File: src/rtl/core/utf8_to_utf16_transcoder_top_macros.svh
// Assertion macros for the UTF-8 to UTF-16 transcoder.
`ifndef UTF8_TO_UTF16_TRANSCODER_TOP_MACROS_SVH
`define UTF8_TO_UTF16_TRANSCODER_TOP_MACROS_SVH

`ifndef NO_ASSERTIONS

`define U8U16_ASSERT_IMPL(lbl, clk, rst_n, ante, cons) \
  lbl: assert property (@(posedge clk) disable iff (!(rst_n)) (ante) |-> (cons)) \
    else $error("u8u16 assertion failed");

`define U8U16_ASSERT_NEXT(lbl, clk, rst_n, ante, cons) \
  lbl: assert property (@(posedge clk) disable iff (!(rst_n)) (ante) |=> (cons)) \
    else $error("u8u16 assertion failed");

`else

`define U8U16_ASSERT_IMPL(lbl, clk, rst_n, ante, cons)
`define U8U16_ASSERT_NEXT(lbl, clk, rst_n, ante, cons)

`endif

`endif

File: src/rtl/core/utf8u16_pkg.sv
// Types and constants shared by the UTF-8 to UTF-16 transcoder.
`timescale 1ns / 1ps
package utf8u16_pkg;

  localparam logic [1:0] ERR_NONE     = 2'd0;
  localparam logic [1:0] ERR_BAD_LEAD = 2'd1;
  localparam logic [1:0] ERR_BAD_CONT = 2'd2;
  localparam logic [1:0] ERR_TOO_BIG  = 2'd3;

  localparam logic [20:0] CP_PAIR_BASE = 21'h010000;
  localparam logic [20:0] CP_LIMIT     = 21'h110000;
  localparam logic [5:0]  HI_SURR_TAG  = 6'b110110;
  localparam logic [5:0]  LO_SURR_TAG  = 6'b110111;
  localparam logic [1:0]  CONT_TAG     = 2'b10;

  localparam int unsigned QUEUE_DEPTH = 3;

  typedef struct packed {
    logic        last_unit;
    logic [1:0]  error_code;
    logic [15:0] utf16_unit;
  } result_t;

endpackage

File: src/rtl/core/utf8_to_utf16_transcoder_top.sv
// UTF-8 to UTF-16 transcoder top level: byte decoder and result queue.
//
// Input stream (s_axis): one UTF-8 byte per word in s_axis_tdata.
// Output stream (m_axis): one UTF-16 code unit per word. m_axis_tuser holds
// the error code (0 ok, 1 bad lead, 2 bad continuation, 3 too large) and
// m_axis_tlast marks the final unit caused by one input byte. An error word
// carries a zero code unit and tlast high.
// Throughput: one byte per cycle while s_axis_tready is high. Lead bytes of
// multi-byte characters give no word; a completed character gives one word,
// or two for a surrogate pair. The words of a byte are written into a
// registered three-entry result queue when the byte is taken; s_axis_tready
// is high while at most one word is queued, or two when the byte cannot
// complete a surrogate pair, so a byte with two words always fits at once.
// Receiver stall: the queue holds its words and fills; s_axis_tready drops
// once the queue is full, or when two words wait and the next byte may
// complete a surrogate pair, until the receiver takes one.
// Reset: clears the decoder state (pending continuation count and partial
// code point) and empties the queue.
`timescale 1ns / 1ps
`include "utf8_to_utf16_transcoder_top_macros.svh"
module utf8_to_utf16_transcoder_top (
  input  logic        clk_i,
  input  logic        rst_ni,
  input  logic        s_axis_tvalid,
  output logic        s_axis_tready,
  input  logic [7:0]  s_axis_tdata,   // [7:0] in_byte
  output logic        m_axis_tvalid,
  input  logic        m_axis_tready,
  output logic [15:0] m_axis_tdata,   // [15:0] utf16_unit
  output logic [1:0]  m_axis_tuser,   // [1:0] error_code
  output logic        m_axis_tlast    // last_unit
);
  import utf8u16_pkg::*;

  logic [1:0]  bytes_left_q, bytes_left_d;
  logic [20:0] partial_q, partial_d;
  logic [1:0]  count_q, count_d;
  result_t     ent_q [QUEUE_DEPTH];
  result_t     ent_d [QUEUE_DEPTH];

  logic        push, pop;
  logic [1:0]  push_n;
  result_t     res0, res1;
  logic [20:0] cp;
  logic        cp_done;
  logic [19:0] pair_off;
  logic [1:0]  base;

  // only the last continuation byte can give a pair
  assign s_axis_tready = (count_q <= 2'd1) || ((count_q == 2'd2) && (bytes_left_q != 2'd1));
  assign push          = s_axis_tvalid && s_axis_tready;
  assign m_axis_tvalid = (count_q != 2'd0);
  assign pop           = m_axis_tvalid && m_axis_tready;
  assign m_axis_tdata  = ent_q[0].utf16_unit;
  assign m_axis_tuser  = ent_q[0].error_code;
  assign m_axis_tlast  = ent_q[0].last_unit;

  // byte decode
  always_comb begin
    bytes_left_d = bytes_left_q;
    partial_d    = partial_q;
    push_n       = 2'd0;
    res0         = '0;
    res1         = '0;
    cp           = '0;
    cp_done      = 1'b0;
    pair_off     = '0;
    if (bytes_left_q == 2'd0) begin
      if (!s_axis_tdata[7]) begin
        cp      = {13'd0, s_axis_tdata};
        cp_done = 1'b1;
      end else if (s_axis_tdata[7:5] == 3'b110) begin
        bytes_left_d = 2'd1;
        partial_d    = {16'd0, s_axis_tdata[4:0]};
      end else if (s_axis_tdata[7:4] == 4'b1110) begin
        bytes_left_d = 2'd2;
        partial_d    = {17'd0, s_axis_tdata[3:0]};
      end else if (s_axis_tdata[7:3] == 5'b11110) begin
        bytes_left_d = 2'd3;
        partial_d    = {18'd0, s_axis_tdata[2:0]};
      end else begin
        push_n = 2'd1;
        res0   = '{last_unit: 1'b1, error_code: ERR_BAD_LEAD, utf16_unit: 16'd0};
      end
    end else if (s_axis_tdata[7:6] != CONT_TAG) begin
      bytes_left_d = 2'd0;
      partial_d    = '0;
      push_n       = 2'd1;
      res0         = '{last_unit: 1'b1, error_code: ERR_BAD_CONT, utf16_unit: 16'd0};
    end else begin
      bytes_left_d = bytes_left_q - 2'd1;
      partial_d    = {partial_q[14:0], s_axis_tdata[5:0]};
      if (bytes_left_q == 2'd1) begin
        cp        = partial_d;
        cp_done   = 1'b1;
        partial_d = '0;
      end
    end

    if (cp_done) begin
      pair_off = cp[19:0] - CP_PAIR_BASE[19:0];
      if (cp < CP_PAIR_BASE) begin
        push_n = 2'd1;
        res0   = '{last_unit: 1'b1, error_code: ERR_NONE, utf16_unit: cp[15:0]};
      end else if (cp < CP_LIMIT) begin
        push_n = 2'd2;
        res0   = '{last_unit: 1'b0, error_code: ERR_NONE,
                   utf16_unit: {HI_SURR_TAG, pair_off[19:10]}};
        res1   = '{last_unit: 1'b1, error_code: ERR_NONE,
                   utf16_unit: {LO_SURR_TAG, pair_off[9:0]}};
      end else begin
        push_n = 2'd1;
        res0   = '{last_unit: 1'b1, error_code: ERR_TOO_BIG, utf16_unit: 16'd0};
      end
    end
  end

  // result queue, head always in entry 0
  always_comb begin
    base = count_q - {1'b0, pop};
    for (int i = 0; i < QUEUE_DEPTH; i++) begin
      if (pop && (i < QUEUE_DEPTH - 1)) begin
        ent_d[i] = ent_q[i + 1];
      end else begin
        ent_d[i] = ent_q[i];
      end
    end
    if (push) begin
      for (int i = 0; i < QUEUE_DEPTH; i++) begin
        if ((push_n != 2'd0) && (i[1:0] == base)) begin
          ent_d[i] = res0;
        end
        if ((push_n == 2'd2) && (i[1:0] == base + 2'd1)) begin
          ent_d[i] = res1;
        end
      end
      count_d = base + push_n;
    end else begin
      count_d = base;
    end
  end

  always_ff @(posedge clk_i or negedge rst_ni) begin
    if (!rst_ni) begin
      bytes_left_q <= '0;
      partial_q    <= '0;
      count_q      <= '0;
    end else begin
      count_q <= count_d;
      if (push) begin
        bytes_left_q <= bytes_left_d;
        partial_q    <= partial_d;
      end
    end
  end

  always_ff @(posedge clk_i) begin
    for (int i = 0; i < QUEUE_DEPTH; i++) begin
      ent_q[i] <= ent_d[i];
    end
  end

  `U8U16_ASSERT_IMPL(a_err_word, clk_i, rst_ni,
    m_axis_tvalid && (m_axis_tuser != ERR_NONE), (m_axis_tdata == 16'd0) && m_axis_tlast)
  `U8U16_ASSERT_IMPL(a_hi_surr, clk_i, rst_ni, m_axis_tvalid && !m_axis_tlast,
    (m_axis_tdata[15:10] == HI_SURR_TAG) && (m_axis_tuser == ERR_NONE))
  `U8U16_ASSERT_IMPL(a_lo_follows, clk_i, rst_ni, m_axis_tvalid && !m_axis_tlast,
    (count_q >= 2'd2) && ent_q[1].last_unit && (ent_q[1].utf16_unit[15:10] == LO_SURR_TAG))
  `U8U16_ASSERT_NEXT(a_pair_fits, clk_i, rst_ni, push && (push_n == 2'd2), count_q >= 2'd2)

endmodule

File: config.mk
export PLATFORM = sky130hd
export DESIGN_NAME = utf8_to_utf16_transcoder_top
export DESIGN_NICKNAME = d
export VERILOG_FILES = /design/src/rtl/core/utf8u16_pkg.sv /design/src/rtl/core/utf8_to_utf16_transcoder_top.sv
export VERILOG_INCLUDE_DIRS = /design/src /design/src/rtl/core
export SDC_FILE = /design/constraint.sdc
export NUM_CORES = 1
export LEC_CHECK = 0
export BUFFER_PORTS_ARGS = -buffer_cell sky130_fd_sc_hd__buf_4
export CORE_MARGIN = 2
export CORE_UTILIZATION = 60
export CTS_CLUSTER_SIZE = 40
export DETAILED_ROUTE_END_ITERATION = 10
export GPL_TIMING_DRIVEN = 1
export PLACE_DENSITY_LB_ADDON = 0.1
export SLEW_MARGIN = 5
export SYNTH_ARGS = -nofsm -noshare
export SYNTH_HDL_FRONTEND = slang
export SYNTH_SLANG_ARGS = --single-unit
File: constraint.sdc
create_clock -name clk_i -period 9 [get_ports clk_i]
set_clock_uncertainty 0.1 [all_clocks]
set_input_delay 0 -clock clk_i [delete_from_list [all_inputs] [get_ports clk_i]]
set_output_delay 0 -clock clk_i [all_outputs]
set_load 0.01 [all_outputs]
==> metrics.cfg <==
[pwr]
power_mw=1.49
leakage_nw=2.09
p_per_area_nw_per_um2=319
ir_drop_mv=0.145

[sta]
finalHoldViolCount=0
max_freq_ghz=0.242
slew_headroom_pct=21.7
layout_min_cycle_time_ns=4.14
period_share_pct=46.0
holdWs_ns=0.339
tightestPinTransition_ns=1.17
setup_violations=0
worst_slack_ns=4.86
tns_ns=0
rsz0062_at_grt=no
drv_slew=0

[worst_hold_path]
min_to=ent_q[0][2]
hold_class=in -> reg
holdPathStages=5
holdCritStartpoint=m_axis_tready

[clock_network]
clkSinkCount=76
cts-root-buf=clkbuf_8
cts_made_buffers=9
clk_latency_ns=0.35
clockBufferDepth=2
cts_resized=0
cts_tree=yes
clkTransAtPathRegs_ns=0.09
htreeDepth=3

[floorplan]
io_pins=33
die-width_um=87.7
coreArea_um2=6790
initial_utilization_pct=61.8
dieArea_um2=7690
die_y_um=87.7
rows=30

[synth]
synth_top_area_cell=dfxtp_1
syn_nets=465
synth_top_area_share_pct=18.1
ys.flop_type=dfxtp_1
asyncSetResetFlopFracSynth_pct=25.0
avgSynthCellArea_um2=9.38
synth_edf_count=19
ys_ff_latch=76
yosysSeqAreaShare_pct=43.0
syn_inst=448
synth_area_um2=4200
yosysUniqueCellTypes=57
yosys_warnings=0
synthTopCellsByArea=dfxtp_1 (18%), edfxtp_1 (14%), dfrtp_1 (11%), mux2i_1 (10%), nand2_1 (5.5%)

[place]
dp_hpwl_um=6710
placed_cells=533
dp_worst_setup_slack_ns=4.87
gp_congestion=0.853
dpl_cell_area_um2=4330
port_buffers=32

[global_routing]
grt_usage_pct=27.0
grt_pass1_vias=3155
grt_start_max_net_pins=40
grt_pass1_wl_um=16000
antenna_found_initial=0
overflow=0

[critical_path]
crit_path_end_kind=flip-flop
cp.arrival_ns=4.01
worstReg2RegEnd=ent_q[0][54]
cp.required_ns=8.87
worstRegToRegCells=6
r2r_start=count_q[0]
crit_type=reg -> reg
crit_path_max_fanout=39
reg2reg_setup_slack_ns=4.86
critPathLaunchType=flip-flop

[route]
avgViaCountPerCell=6.10
drc=0
dr.pass1.iters=5
wl_per_cell_um=17.6
routed_wl_um=9850
ant_nets=0
initialDrtViolationCount=230
via_count=3417

[final_layout]
synthToLayoutAreaGrowth_pct=11.3
final_area_um2=4680
stdcell_count=560
drive_gt1_share_pct=16.8
fin_util_pct=68.9
insertedDiodeCount=0
fin_nets=476

[run_status]
status=finished, final reports clean

[flow_run]
max-cap-violations=0

==> state kept, by name (all words and copies together) (netlist names) <==
register and count:
bytes_left_q 2, count_q 2, ent_q 57, partial_q 15
==> worst max path at each step <==
| stage | slack (ns) | endpoint | start | cells past startpoint |
|---|---|---|---|---|
| after CTS | 4.86 | ent_q[0][54] | count_q[0] | 6 |
| after detailed placement | 4.87 | ent_q[0][42] | count_q[0] | 6 |
| after global routing | 4.66 | ent_q[0][48] | count_q[0] | 6 |
| final | 4.86 | ent_q[0][54] | count_q[0] | 6 |
| after floorplan | 5.32 | ent_q[0][38] | count_q[1] | 8 |
| after global placement | 4.99 | ent_q[0][40] | count_q[0] | 6 |
==> timing repair <==
| action | in CTS | in global routing |
|---|---|---|
| hold buffers | 11 | 0 |
| endpoints found under the hold margin | 46 | 0 |
| buffers inserted | 0 | 0 |
==> cell type report <==
class                      instances  area (µm²)
fill                             546        2120
multi-input combinational        311        2070
sequential                        76        1810
timing repair buffer              49         395
clock buffer                      11         174
tap                               96         120
clock inverter                     5        62.6
inverter                          12        45.0
==> report_power, final <==
part / internal, mW / switching (mW)
registers: 0.488 / 0.0849
clock network: 0.164 / 0.139
logic: 0.274 / 0.341
total: 0.926 / 0.565
==> Yosys cell counts, types with 11 or more instances <==
cell      count
edfxtp_1     19
o21ai_0      22
nor2_1       19
inv_1        12
nor3_1       12
mux2_2       11
dfxtp_1      38
mux2i_1      44
nand3_1      22
nand2_1      62
a21oi_1      13
buf_4        20
clkbuf_1     15
dfrtp_1      19
==> layer usage <==
metal  vias to the layer above  track usage, %  part of all wire (%)
li1                       1637               -                     -
met1                      1675            39.8                    49
met2                        91            42.4                    46
met3                        14            3.49                   4.0
met4                         0            6.57                   1.2
met5                         -               0                     0
==> critical path: stages, from the launching register on <==
cell and delay [ns]:
dfrtp_1 0.45, o21ai_4 0.17, buf_4 0.53, inv_1 0.17, ha_1 0.45, or4_1 0.90, a21oi_2 0.97
==> kinds of logic after synthesis <==
kind of cell | share of synthesized area, %
buffers and inverters | 8.28
XOR/XNOR | 1.28
AND/OR/NAND/NOR | 17.8
adder cells (fa/ha/maj) | 1.49
flip-flops | 43.0
AO/OA/AOI/OAI | 14.7
multiplexers | 13.4
==> layout by cell type (no fill, tap or decap), drive strengths merged, types with 3 or more instances in the layout <==
cell / instances
nand4: 8
o21ai: 30
a21o: 3
a221o: 6
nor2: 20
edfxtp: 19
mux2: 11
dfxtp: 38
ha: 5
a221oi: 3
a31oi: 3
o22ai: 7
a21oi: 13
mux2i: 44
clkbuf: 11
or4: 3
o21a: 3
dfrtp: 19
buf: 38
o211ai: 6
a211oi: 3
nand3: 22
and2: 3
nor3: 14
dlygate4sd3: 11
nand2: 63
or3: 4
inv: 14
a22oi: 6
nand2b: 3
No activity file was read; power rests on OpenSTA's default activity.
